===== config.mk =====
export PLATFORM = sky130hd
export DESIGN_NAME = gaze_dwell_click_top
export DESIGN_NICKNAME = d
export VERILOG_FILES = /design/src/rtl/gdc_pkg.sv /design/src/rtl/gaze_dwell_click_top.sv /design/src/rtl/gdc_cfg.sv /design/src/rtl/gdc_smooth.sv /design/src/rtl/gdc_dwell.sv
export SDC_FILE = /design/constraint.sdc
export NUM_CORES = 2
export LEC_CHECK = 0
export ABC_CLOCK_PERIOD_IN_PS = 22800
export BUFFER_PORTS_ARGS = -buffer_cell sky130_fd_sc_hd__buf_4
export CAP_MARGIN = 20
export CELL_PAD_IN_SITES_DETAIL_PLACEMENT = 1
export CELL_PAD_IN_SITES_GLOBAL_PLACEMENT = 1
export CORE_MARGIN = 1.5
export CORE_UTILIZATION = 51
export DETAILED_ROUTE_END_ITERATION = 8
export HOLD_SLACK_MARGIN = 0.03
export PLACE_DENSITY_LB_ADDON = 0.1
export SLEW_MARGIN = 10
export SYNTH_ARGS = -nofsm -noshare
export SYNTH_HDL_FRONTEND = slang
export SYNTH_HIERARCHICAL = 1
export SYNTH_SLANG_ARGS = --single-unit

===== constraint.sdc =====
create_clock -name i_clk -period 22.8 [get_ports i_clk]
set_input_delay 4.56 -clock i_clk [delete_from_list [all_inputs] [get_ports i_clk]]
set_output_delay 4.56 -clock i_clk [all_outputs]
set_load 0.1 [all_outputs]

===== src/rtl/gdc_pkg.sv =====
// shared types and constants for the gaze dwell click block
`default_nettype none
package gdc_pkg;

    localparam int COORD_BITS  = 12;
    localparam int FRAC_BITS   = 8;
    localparam int FIX_BITS    = COORD_BITS + FRAC_BITS;
    localparam int COEF_BITS   = 16;
    localparam int CNT_BITS    = 9;
    localparam int LIMIT_BITS  = 8;
    localparam int RADIUS_BITS = 6;
    localparam int KIND_BITS   = 2;

    localparam logic [COEF_BITS-1:0] COEF_TAKE = 16'd3277;
    localparam logic [COEF_BITS-1:0] COEF_HALF = 16'd32768;

    // width / 3 as multiply by reciprocal and shift
    localparam int THIRD_SHIFT = COORD_BITS + 1;
    localparam int THIRD_MUL   = (2 ** THIRD_SHIFT + 2) / 3;
    localparam int THIRD_MBITS = THIRD_SHIFT;

    localparam int ADDR_BITS = 5;
    localparam int DATA_BITS = 32;
    localparam int IN_DATA_BITS  = 24;
    localparam int OUT_DATA_BITS = 32;

    typedef enum logic [2:0] {
        REG_WIN_LEFT     = 3'd0,
        REG_WIN_TOP      = 3'd1,
        REG_WIN_WIDTH    = 3'd2,
        REG_WIN_HEIGHT   = 3'd3,
        REG_DWELL_LIMIT  = 3'd4,
        REG_STILL_RADIUS = 3'd5
    } t_reg_index;

    typedef enum logic [KIND_BITS-1:0] {
        REGION_SINGLE = 2'd0,
        REGION_DOUBLE = 2'd1,
        REGION_RIGHT  = 2'd2
    } t_region;

    localparam logic [KIND_BITS-1:0] CLICK_NONE  = 2'd0;
    localparam logic [KIND_BITS-1:0] CLICK_RIGHT = 2'd3;

    typedef struct packed {
        logic [COORD_BITS-1:0]  win_left;
        logic [COORD_BITS-1:0]  win_top;
        logic [COORD_BITS-1:0]  win_width;
        logic [COORD_BITS-1:0]  win_height;
        logic [LIMIT_BITS-1:0]  dwell_limit;
        logic [RADIUS_BITS-1:0] still_radius;
        logic [COORD_BITS-1:0]  third;
    } t_cfg;

    typedef struct packed {
        logic [FIX_BITS-1:0] smooth_x;
        logic [FIX_BITS-1:0] smooth_y;
        logic [FIX_BITS-1:0] prior_x;
        logic [FIX_BITS-1:0] prior_y;
    } t_point;

endpackage
`default_nettype wire


===== src/rtl/gaze_dwell_click_top.sv =====
// top level of the gaze dwell click block
//
// channel   dir  handshake               payload
// s stream  in   i_s_tvalid/o_s_tready   tdata x,y; tuser sample_valid
// m stream  out  o_m_tvalid/i_m_tready   tdata cursor_x,cursor_y,click_kind,region
// apb cfg   in   psel/penable, pready=1  six window and dwell registers
//
// an item passes the smoothing stage (one 21x17 multiply per axis) into the
// point register, then the still test and dwell logic (two 14-bit squares
// and a compare) feeding the result register
// one item per cycle sustained; a stalled output holds the result register,
// the smoothing stage then holds its item and o_s_tready drops
// reset is synchronous, active low, and restores all registers but the result data register to defaults
`default_nettype none
module gaze_dwell_click_top
    import gdc_pkg::*;
(
    input  wire logic                     i_clk,
    input  wire logic                     i_rst_n,
    input  wire logic                     i_s_tvalid,
    output logic                          o_s_tready,
    input  wire logic [IN_DATA_BITS-1:0]  i_s_tdata,   // sample_x, sample_y
    input  wire logic                     i_s_tuser,   // sample_valid
    output logic                          o_m_tvalid,
    input  wire logic                     i_m_tready,
    output logic [OUT_DATA_BITS-1:0]      o_m_tdata,   // cursor_x, cursor_y, click_kind, region
    input  wire logic                     psel,
    input  wire logic                     penable,
    input  wire logic                     pwrite,
    input  wire logic [ADDR_BITS-1:0]     paddr,
    input  wire logic [DATA_BITS-1:0]     pwdata,
    output logic      [DATA_BITS-1:0]     prdata,
    output logic                          pready
);

    t_cfg   cfg;
    t_point point;
    logic   r_stage_valid;
    logic   advance;
    logic   load;

    assign advance    = r_stage_valid && (!o_m_tvalid || i_m_tready);
    assign o_s_tready = !r_stage_valid || advance;
    assign load       = i_s_tvalid && o_s_tready;

    always_ff @(posedge i_clk) begin
        if (!i_rst_n) begin
            r_stage_valid <= 1'b0;
        end else if (load) begin
            r_stage_valid <= 1'b1;
        end else if (advance) begin
            r_stage_valid <= 1'b0;
        end
    end

    gdc_cfg u_cfg (
        .i_clk   (i_clk),
        .i_rst_n (i_rst_n),
        .psel    (psel),
        .penable (penable),
        .pwrite  (pwrite),
        .paddr   (paddr),
        .pwdata  (pwdata),
        .prdata  (prdata),
        .pready  (pready),
        .o_cfg   (cfg)
    );

    gdc_smooth u_smooth (
        .i_clk          (i_clk),
        .i_rst_n        (i_rst_n),
        .i_load         (load),
        .i_sample_valid (i_s_tuser),
        .i_sample_x     (i_s_tdata[COORD_BITS-1:0]),
        .i_sample_y     (i_s_tdata[2*COORD_BITS-1:COORD_BITS]),
        .o_point        (point)
    );

    gdc_dwell u_dwell (
        .i_clk      (i_clk),
        .i_rst_n    (i_rst_n),
        .i_advance  (advance),
        .i_m_tready (i_m_tready),
        .i_point    (point),
        .i_cfg      (cfg),
        .o_m_tvalid (o_m_tvalid),
        .o_m_tdata  (o_m_tdata)
    );

endmodule
`default_nettype wire


===== src/rtl/gdc_cfg.sv =====
// apb configuration registers and derived window third
`default_nettype none
module gdc_cfg
    import gdc_pkg::*;
(
    input  wire logic                 i_clk,
    input  wire logic                 i_rst_n,
    input  wire logic                 psel,
    input  wire logic                 penable,
    input  wire logic                 pwrite,
    input  wire logic [ADDR_BITS-1:0] paddr,
    input  wire logic [DATA_BITS-1:0] pwdata,
    output logic      [DATA_BITS-1:0] prdata,
    output logic                      pready,
    output t_cfg                      o_cfg
);

    logic [COORD_BITS-1:0]  r_win_left;
    logic [COORD_BITS-1:0]  r_win_top;
    logic [COORD_BITS-1:0]  r_win_width;
    logic [COORD_BITS-1:0]  r_win_height;
    logic [LIMIT_BITS-1:0]  r_dwell_limit;
    logic [RADIUS_BITS-1:0] r_still_radius;
    logic [COORD_BITS-1:0]  r_third;
    logic [COORD_BITS-1:0]  n_third;
    logic [COORD_BITS+THIRD_MBITS-1:0] third_prod;
    logic                   wr_en;
    t_reg_index             reg_idx;

    assign pready  = 1'b1;
    assign wr_en   = psel && penable && pwrite && pready;
    assign reg_idx = t_reg_index'(paddr[ADDR_BITS-1:2]);

    assign third_prod = r_win_width * THIRD_MBITS'(THIRD_MUL);
    assign n_third    = third_prod[THIRD_SHIFT +: COORD_BITS];

    always_ff @(posedge i_clk) begin
        if (!i_rst_n) begin
            r_win_left     <= '0;
            r_win_top      <= '0;
            r_win_width    <= COORD_BITS'(1024);
            r_win_height   <= COORD_BITS'(768);
            r_dwell_limit  <= LIMIT_BITS'(120);
            r_still_radius <= RADIUS_BITS'(5);
            r_third        <= COORD_BITS'(341);
        end else begin
            r_third <= n_third;
            if (wr_en) begin
                unique case (reg_idx)
                    REG_WIN_LEFT:     r_win_left     <= pwdata[COORD_BITS-1:0];
                    REG_WIN_TOP:      r_win_top      <= pwdata[COORD_BITS-1:0];
                    REG_WIN_WIDTH:    r_win_width    <= pwdata[COORD_BITS-1:0];
                    REG_WIN_HEIGHT:   r_win_height   <= pwdata[COORD_BITS-1:0];
                    REG_DWELL_LIMIT:  r_dwell_limit  <= pwdata[LIMIT_BITS-1:0];
                    REG_STILL_RADIUS: r_still_radius <= pwdata[RADIUS_BITS-1:0];
                    default: ;
                endcase
            end
        end
    end

    always_comb begin
        unique case (reg_idx)
            REG_WIN_LEFT:     prdata = DATA_BITS'(r_win_left);
            REG_WIN_TOP:      prdata = DATA_BITS'(r_win_top);
            REG_WIN_WIDTH:    prdata = DATA_BITS'(r_win_width);
            REG_WIN_HEIGHT:   prdata = DATA_BITS'(r_win_height);
            REG_DWELL_LIMIT:  prdata = DATA_BITS'(r_dwell_limit);
            REG_STILL_RADIUS: prdata = DATA_BITS'(r_still_radius);
            default:          prdata = '0;
        endcase
    end

    assign o_cfg = '{
        win_left:     r_win_left,
        win_top:      r_win_top,
        win_width:    r_win_width,
        win_height:   r_win_height,
        dwell_limit:  r_dwell_limit,
        still_radius: r_still_radius,
        third:        r_third
    };

endmodule
`default_nettype wire


===== src/rtl/gdc_smooth.sv =====
// exponential smoothing stage holding smoothed and prior gaze points
`default_nettype none
module gdc_smooth
    import gdc_pkg::*;
(
    input  wire logic                  i_clk,
    input  wire logic                  i_rst_n,
    input  wire logic                  i_load,
    input  wire logic                  i_sample_valid,
    input  wire logic [COORD_BITS-1:0] i_sample_x,
    input  wire logic [COORD_BITS-1:0] i_sample_y,
    output t_point                     o_point
);

    localparam int PROD_BITS = FIX_BITS + COEF_BITS + 2;
    localparam logic signed [PROD_BITS-1:0] HALF = PROD_BITS'(COEF_HALF);
    localparam logic signed [COEF_BITS:0]   TAKE = {1'b0, COEF_TAKE};

    // old + take * (sample - old), rounded half up
    function automatic logic [FIX_BITS-1:0] f_blend(
        input logic [FIX_BITS-1:0]   old,
        input logic [COORD_BITS-1:0] smp
    );
        logic signed [FIX_BITS:0]    diff;
        logic signed [PROD_BITS-1:0] prod;
        logic signed [PROD_BITS-1:0] step;
        diff = $signed({1'b0, smp, {FRAC_BITS{1'b0}}}) - $signed({1'b0, old});
        prod = diff * TAKE;
        step = (prod + HALF) >>> COEF_BITS;
        return old + step[FIX_BITS-1:0];
    endfunction

    t_point r_point;
    t_point n_point;

    always_comb begin
        n_point = r_point;
        if (i_load && i_sample_valid) begin
            n_point.prior_x  = r_point.smooth_x;
            n_point.prior_y  = r_point.smooth_y;
            n_point.smooth_x = f_blend(r_point.smooth_x, i_sample_x);
            n_point.smooth_y = f_blend(r_point.smooth_y, i_sample_y);
        end
    end

    always_ff @(posedge i_clk) begin
        if (!i_rst_n) begin
            r_point <= '0;
        end else begin
            r_point <= n_point;
        end
    end

    assign o_point = r_point;

endmodule
`default_nettype wire


===== src/rtl/gdc_dwell.sv =====
// still test, dwell counter, click and region selection, result register
`default_nettype none
module gdc_dwell
    import gdc_pkg::*;
(
    input  wire logic                     i_clk,
    input  wire logic                     i_rst_n,
    input  wire logic                     i_advance,
    input  wire logic                     i_m_tready,
    input  wire t_point                   i_point,
    input  wire t_cfg                     i_cfg,
    output logic                          o_m_tvalid,
    output logic [OUT_DATA_BITS-1:0]      o_m_tdata
);

    localparam int RAD_BITS = RADIUS_BITS + FRAC_BITS;
    localparam int SQ_BITS  = 2 * RAD_BITS;
    localparam int EDGE_BITS = COORD_BITS + 1;

    logic                     r_valid;
    logic [OUT_DATA_BITS-1:0] r_data;
    logic [CNT_BITS-1:0]      r_count;
    logic [CNT_BITS-1:0]      n_count;
    t_region                  r_region;
    t_region                  n_region;
    logic [KIND_BITS-1:0]     click;

    logic [FIX_BITS-1:0]      dx, dy;
    logic [RAD_BITS-1:0]      rad;
    logic [SQ_BITS-1:0]       dx2, dy2;
    logic [SQ_BITS:0]         dist2;
    logic [SQ_BITS-1:0]       rad2;
    logic [2*RADIUS_BITS-1:0] rad_sq;
    logic                     near, still, fire, in_win;
    logic [EDGE_BITS-1:0]     rgt, bot, cut_a, cut_b;

    assign dx = (i_point.prior_x > i_point.smooth_x) ? i_point.prior_x - i_point.smooth_x
                                                     : i_point.smooth_x - i_point.prior_x;
    assign dy = (i_point.prior_y > i_point.smooth_y) ? i_point.prior_y - i_point.smooth_y
                                                     : i_point.smooth_y - i_point.prior_y;
    assign rad    = {i_cfg.still_radius, {FRAC_BITS{1'b0}}};
    assign near   = (dx < FIX_BITS'(rad)) && (dy < FIX_BITS'(rad));
    assign dx2    = dx[RAD_BITS-1:0] * dx[RAD_BITS-1:0];
    assign dy2    = dy[RAD_BITS-1:0] * dy[RAD_BITS-1:0];
    assign dist2  = {1'b0, dx2} + {1'b0, dy2};
    assign rad_sq = i_cfg.still_radius * i_cfg.still_radius;
    assign rad2   = {rad_sq, {(2 * FRAC_BITS){1'b0}}};
    assign still  = near && (dist2 < {1'b0, rad2});
    assign fire   = still && (r_count > CNT_BITS'(i_cfg.dwell_limit));

    assign rgt   = {1'b0, i_cfg.win_left} + {1'b0, i_cfg.win_width};
    assign bot   = {1'b0, i_cfg.win_top} + {1'b0, i_cfg.win_height};
    assign cut_a = {1'b0, i_cfg.win_left} + {1'b0, i_cfg.third};
    assign cut_b = cut_a + {1'b0, i_cfg.third};

    always_comb begin
        in_win = ({i_point.smooth_x} > {i_cfg.win_left, {FRAC_BITS{1'b0}}})
              && ({1'b0, i_point.smooth_x} < {rgt, {FRAC_BITS{1'b0}}})
              && ({i_point.smooth_y} > {i_cfg.win_top, {FRAC_BITS{1'b0}}})
              && ({1'b0, i_point.smooth_y} < {bot, {FRAC_BITS{1'b0}}});
    end

    always_comb begin
        n_count  = '0;
        n_region = r_region;
        click    = CLICK_NONE;
        if (still) begin
            if (fire) begin
                click = (r_region == REGION_RIGHT) ? CLICK_RIGHT : KIND_BITS'(r_region) + 1'b1;
                if (in_win) begin
                    if ({1'b0, i_point.smooth_x} < {cut_a, {FRAC_BITS{1'b0}}}) begin
                        n_region = REGION_SINGLE;
                    end else if ({1'b0, i_point.smooth_x} < {cut_b, {FRAC_BITS{1'b0}}}) begin
                        n_region = REGION_DOUBLE;
                    end else begin
                        n_region = REGION_RIGHT;
                    end
                end
            end else begin
                n_count = r_count + 1'b1;
            end
        end
    end

    always_ff @(posedge i_clk) begin
        if (!i_rst_n) begin
            r_valid  <= 1'b0;
            r_count  <= '0;
            r_region <= REGION_SINGLE;
        end else if (i_advance) begin
            r_valid  <= 1'b1;
            r_count  <= n_count;
            r_region <= n_region;
        end else if (i_m_tready) begin
            r_valid  <= 1'b0;
        end
    end

    always_ff @(posedge i_clk) begin
        if (i_advance) begin
            r_data <= OUT_DATA_BITS'({n_region, click,
                                      i_point.smooth_y[FIX_BITS-1:FRAC_BITS],
                                      i_point.smooth_x[FIX_BITS-1:FRAC_BITS]});
        end
    end

    assign o_m_tvalid = r_valid;
    assign o_m_tdata  = r_data;

endmodule
`default_nettype wire

# After elaboration in Yosys (flattened, before gate mapping)
# Cells that the tools add are included.
[word_totals]
reg_bits = 195
elab_cells = 99
inputBits = 69
output_inout_bits = 67
[op_classes]
n_addsub = 17
n_eq_ne = 6
order_cmp = 12
mux = 15
n_reduce_logical = 25
mul = 6
[op_table]
columns = ["cell", "count"]
rows = [
  ["less-than comparator 20 x 21 -> 1 bit", 4],
  ["> comparator 20 bit", 4],
  ["subtractor 20 bit", 4],
  ["adder 36 x 17 -> 36 bit (second input constant)", 2],
  ["case mux 12 bit (6 select lines)", 1],
  ["multiplier 21 x 13 -> 34 bit (second input constant)", 2],
  ["multiplier 14 x 14 -> 28 bit", 2],
  ["subtractor 20 x 20 -> 21 bit", 2],
  ["adder 20 bit", 2],
  ["less-than comparator 20 x 14 -> 1 bit", 2],
  ["two-way mux 20 bit", 2],
  ["adder 12 x 12 -> 13 bit", 3],
  ["adder 28 x 28 -> 29 bit", 1],
  ["less-than comparator 29 x 28 -> 1 bit", 1],
  ["multiplier 12 x 12 -> 24 bit (second input constant)", 1],
  ["two-way mux 9 bit", 2],
  ["AND reduction 2 bit", 7],
  ["adder 13 x 12 -> 13 bit", 1],
  ["multiplier 6 x 6 -> 12 bit", 1],
  ["two-way mux 2 bit", 6],
  ["logical AND 1 bit", 11],
  ["adder 9 x 1 -> 9 bit (second input constant)", 1],
  ["> comparator 9 x 8 -> 1 bit", 1],
  ["equality test 3 x 2 -> 1 bit (second input constant)", 2],
  ["other kinds (9)", 16],
]

# Longest topological paths before layout
[logic_depth]
ltp_word = 9
ltp_mapped = 55
depth_no_buf = 51

# Modules after synthesis
# The synthesis kept the hierarchy.
[modules_own_cells]
columns = ["module", "instances", "cells_per_inst", "seq_area_each_um2", "area_per_inst_um2"]
rows = [
  ["gdc_dwell", 1, 2596, 1081.0, 21640.8],
  ["gdc_smooth", 1, 1831, 1601.5, 15788.9],
  ["gdc_cfg", 1, 636, 1461.4, 5891.9],
  ["gaze_dwell_click_top", 1, 7, 20.0, 75.1],
]

# Least setup slack after synthesis
# Ideal clock, no wire load.
[synth_path]
kind = "input port to flip-flop"
startpoint = "in i_s_tdata[12]"
endpoint = "reg u_smooth.r_point (netlist bit u_smooth/o_point[59])"
required_ns = 22.669
setup_time_ns = 0.131
path_buffers = 0
setup_slack_ns = 10.045
stages = 37
arrival_ns = 12.624
cell_sequence = "ha_1 a41oi_1 o21ai_2 o21ai_0 nand2b_1 a21oi_1 xnor2_1 ha_1 ha_1 ha_1 fa_1 inv_1 fa_1 inv_1 ha_1 xor2_1 ha_1 nand2_1 nand2_1 a21o_1 a2111oi_0 a21oi_1 o21a_1 o21a_1 o21a_1 nor2_1 xnor2_1 ha_1 a21oi_1 o22ai_1 o31a_1 o21a_1 a41o_1 nor3b_1 o311a_1 o311ai_1 o41ai_1"
[synth_via]
elab_chain_cells = 4
[synth_lines]
columns = ["element", "line", "text"]
rows = [
  ["from (decl)", "gaze_dwell_click_top.sv:22", "input wire logic [IN_DATA_BITS-1:0] i_s_tdata,"],
  ["subtractor 20 x 20 -> 21 bit", "gdc_smooth.sv:27", "diff = $signed({1'b0, smp, {FRAC_BITS{1'b0}}}) - $signed({1'b0, old});"],
  ["multiplier 21 x 13 -> 34 bit", "gdc_smooth.sv:28", "prod = diff * TAKE;"],
  ["adder 36 x 17 -> 36 bit", "gdc_smooth.sv:29", "step = (prod + HALF) >>> COEF_BITS;"],
  ["adder 20 bit", "gdc_smooth.sv:30", "return old + step[FIX_BITS-1:0];"],
  ["to (signal assigned)", "gdc_smooth.sv:50", "r_point <= n_point;"],
  ["to (decl)", "gdc_smooth.sv:33", "t_point r_point;"],
]
# No other way between the ends.
# A chain may end at the register's enable or synchronous reset.

# Final worst setup path
[layout_path]
startpoint = "reg u_smooth.r_point (netlist bit u_smooth/o_point[50])"
endpoint = "reg u_dwell.r_count[5]"
[layout_via]
elab_chain_cells = 9
word_cells_on_any_way = 13
classes_between = "add/sub (3); mul (1); order compare (3); mux (3); reduce/logical (3)"
[layout_lines]
columns = ["element", "line", "text"]
rows = [
  ["subtractor 20 bit (tied with other cells)", "gdc_dwell.sv:40", ": i_point.smooth_y - i_point.prior_y;"],
  ["two-way mux 20 bit (*)", "gdc_dwell.sv:39", "assign dy = (i_point.prior_y > i_point.smooth_y) ? i_point.prior_y - i_point.smooth_y"],
  ["multiplier 14 x 14 -> 28 bit", "gdc_dwell.sv:44", "assign dy2 = dy[RAD_BITS-1:0] * dy[RAD_BITS-1:0];"],
  ["adder 28 x 28 -> 29 bit", "gdc_dwell.sv:45", "assign dist2 = {1'b0, dx2} + {1'b0, dy2};"],
  ["less-than comparator 29 x 28 -> 1 bit", "gdc_dwell.sv:48", "assign still = near && (dist2 < {1'b0, rad2});"],
  ["logical AND 1 bit (*)", "gdc_dwell.sv:48", ""],
  ["logical AND 1 bit", "gdc_dwell.sv:49", "assign fire = still && (r_count > CNT_BITS'(i_cfg.dwell_limit));"],
  ["two-way mux 9 bit", "gdc_dwell.sv:68", "if (fire) begin"],
  ["two-way mux 9 bit (*)", "gdc_dwell.sv:67", "if (still) begin"],
  ["to (signal assigned)", "gdc_dwell.sv:92", "r_count <= n_count;"],
  ["to (decl)", "gdc_dwell.sv:22", "logic [CNT_BITS-1:0] r_count;"],
]
# Every way passes the cells marked *; elsewhere a longest branch is shown, timed or not.

==> flow_summary.json <==
{
  "drt_iter0_markers": 1656,
  "synthFlopType": "dfxtp_1",
  "dieArea_sq_um": 86900,
  "antenna_cells": 0,
  "start_kind": "register",
  "grt_pass1_wl_microns": 198000,
  "ff2ff_setup_slack_ps": 7960,
  "clock_latency_ps": 510,
  "hold_violations": 0,
  "setup_slack_ps": 7960,
  "status": "complete, no violations",
  "setup_viol": 0,
  "pin_count": 136,
  "worst_ep_required_time_ps": 23220,
  "core_area_sq_um": 84000,
  "syn_avg_cell_area_sq_um": 8.56,
  "grt_usage_pct": 28.6,
  "synthMuxAreaShare_pct": 2.50,
  "drc": 0,
  "post_drt_wl_per_cell_microns": 19.3,
  "initial_utilization_pct": 51.7,
  "cts-hold-fix-buffers": 0,
  "drv_slew": 0,
  "holdPathStages": 2,
  "synth-simple-area-share_pct": 12.8,
  "crit_type": "reg2reg",
  "die_h_microns": 295,
  "syn_inst": 5070,
  "path_max_fanout": 25,
  "wl_microns": 120000,
  "worst_ep_arrival_time_ps": 15260,
  "rsz0062_at_grt": "false",
  "cts_max_level": 4,
  "syn_to_final_growth_pct": 5.59,
  "fmax_ghz": 0.0674,
  "seq_area_sq_um": 4160,
  "ys_warn_count": 6,
  "drive_gt1_share_pct": 5.30,
  "holdPathEnd": "u_dwell/r_count[8]$_SDFFE_PN0P_",
  "fin_crit_sh_pct": 65.1,
  "yosys.area_share.xor_xnor_pct": 6.05,
  "clk_pin_slew_ps": 80,
  "syn_area_sq_um": 43400,
  "cpMostUsedCell": "fa_1",
  "final_common_cell": "inv_1",
  "tns_ps": 0,
  "ys_types": 119,
  "cpPeakStageDelay_ps": 900,
  "max_cap_viol_count": 0,
  "die_width_microns": 295,
  "multi_input_area_sq_um": 35100,
  "synth_top_family_by_area": "adder cells",
  "cts_tree": "yes",
  "min_period_ps": 14840,
  "drtAntennaViolNets": 0,
  "cp_slowest_cell": "nor4_2",
  "r2r_cells": 47,
  "gp_congestion": 0.875,
  "skew_ps": 14.3,
  "relSlewSlack_pct": 28.5,
  "r2r_start": "u_smooth/o_point[50]$_SDFFE_PN0P_",
  "dp_hpwl_microns": 102000,
  "drt_pass1_iterations": 5,
  "fin_nets": 6448,
  "gr-total-overflow": 0,
  "ys_ff_latch": 194,
  "cts_made_buffers": 17,
  "hold_path.startpoint": "u_dwell/r_count[8]$_SDFFE_PN0P_",
  "grt_max_degree": 98,
  "cts.sinks": 194,
  "synth_fa_ha_area_share_pct": 44.8,
  "timing.rr.end": "u_dwell/r_count[5]$_SDFFE_PN0P_",
  "synth_compound_area_share_pct": 14.3,
  "fillers": 10100,
  "vias": 34800,
  "clock_path_buffers": 2,
  "tightestPinTransition_ps": 1070,
  "via_per_inst": 5.57,
  "root_buffer": "clkbuf_16",
  "mostFrequentLayoutCells": "939 x inv_1, 809 x ha_1, 466 x fa_1, 428 x nand2_1, 303 x nor2_1",
  "num_rows": 106,
  "whs_ps": 462,
  "antenna_found_initial": 0,
  "synth-edff-count": 28,
  "hold_path.class": "reg2reg",
  "portBuffers": 88,
  "postCtsSetupBuffers": 0,
  "grt_pass1_vias": 37400,
  "yosysSeqAreaShare_pct": 9.60,
  "place_ws_ps": 8090,
  "cts_resized": 0,
  "end_kind": "register",
  "async_reset_ff_share_pct": 0
}
[Yosys cell counts (32+ instances only)]
cell      number  area [sq um]
fa_1         466          9330
a21boi_0      62           465
dfxtp_1      166          3320
nor2_1       303          1140
nand4_1       42           263
ha_1         809         10100
clkbuf_1      65           244
nor3_1        61           305
inv_1        940          3530
buf_2         33           165
nand2b_1      57           357
nand2_1      429          1610
buf_4         33           248
nor2b_1       44           275
a21o_1       111           833
nand3_1       67           335
mux2i_1       81           811
a21oi_1      271          1360
o21a_1        54           405
o211ai_1      32           240
xnor2_1      156          1370
o21ai_0      163           816
and2_1        41           257
xor2_1       132          1160
[cell type report]
type	count	share of cell area, %
clock buffer	18	0.937
timing repair buffer	135	2.20
inverter	950	7.78
clock inverter	14	0.344
multi-input combinational	3806	76.6
sequential	194	9.09
tap	1134	3.10
[flip-flops by register name, indices dropped and copies added, names as in the netlist, 2 cells and up]
register / flops
u_dwell/r_count: 9
u_dwell/o_m_tdata: 28
u_cfg/r_win_width: 12
u_cfg/r_dwell_limit: 8
u_smooth/o_point: 80
u_cfg/r_win_left: 12
u_dwell/r_region: 2
u_cfg/r_third: 11
u_cfg/r_win_top: 12
u_cfg/r_win_height: 12
u_cfg/r_still_radius: 6
[through the flow]
step | instances | instance area [sq um] | util (%)
after floorplan | 5093 | 43500 | -
after global placement | 6217 | 45200 | 53.9
after detailed placement | 6217 | 45200 | 53.9
after CTS | 6249 | 45800 | 54.6
after global routing | 6251 | 45800 | 54.6
final | 6251 | 45800 | 54.6
[worst max path at each step]
stage	start	endpoint	slack, ps	cells past startpoint
2_1_floorplan	i_s_tdata[12]	u_smooth/o_point[59]$_SDFFE_PN0P_	10040	37
3_3_place_gp	u_smooth/o_point[50]$_SDFFE_PN0P_	u_dwell/r_count[5]$_SDFFE_PN0P_	8280	47
3_5_place_dp	u_smooth/o_point[50]$_SDFFE_PN0P_	u_dwell/r_count[5]$_SDFFE_PN0P_	8090	47
4_1_cts	u_smooth/o_point[50]$_SDFFE_PN0P_	u_dwell/r_count[5]$_SDFFE_PN0P_	8070	48
5_1_grt	u_smooth/o_point[50]$_SDFFE_PN0P_	u_dwell/r_count[5]$_SDFFE_PN0P_	7100	47
6_report	u_smooth/o_point[50]$_SDFFE_PN0P_	u_dwell/r_count[5]$_SDFFE_PN0P_	7960	47
[logic make-up after synthesis]
logic type               after synthesis
XOR/XNOR                             293
multiplexers                          98
buffers and inverters               1093
AO/OA/AOI/OAI                        935
adder cells (fa/ha/maj)             1275
flip-flops                           194
other                                  3
AND/OR/NAND/NOR                     1179
[routing by layer]
layer	part of all wire (%)	vias up	global-route usage, %
met5	0	-	0
met4	2.6	0	7.93
met3	3.8	147	3.63
met2	48	567	48.4
met1	46	17300	38.2
li1	-	16800	-
[worst max-delay path: cells and delay by family (launching register included)]
| kind | cells | cell delay (ps) |
|---|---|---|
| compound gates | 22 | 5620 |
| fa+ha+maj | 10 | 4810 |
| simple gates | 6 | 2250 |
| buf+inv | 8 | 1160 |
| flops | 1 | 730 |
| xor+xnor | 1 | 150 |
Power is not shown: default switching activity piles up to over one toggle a cycle in this logic, so the estimate is an artifact.
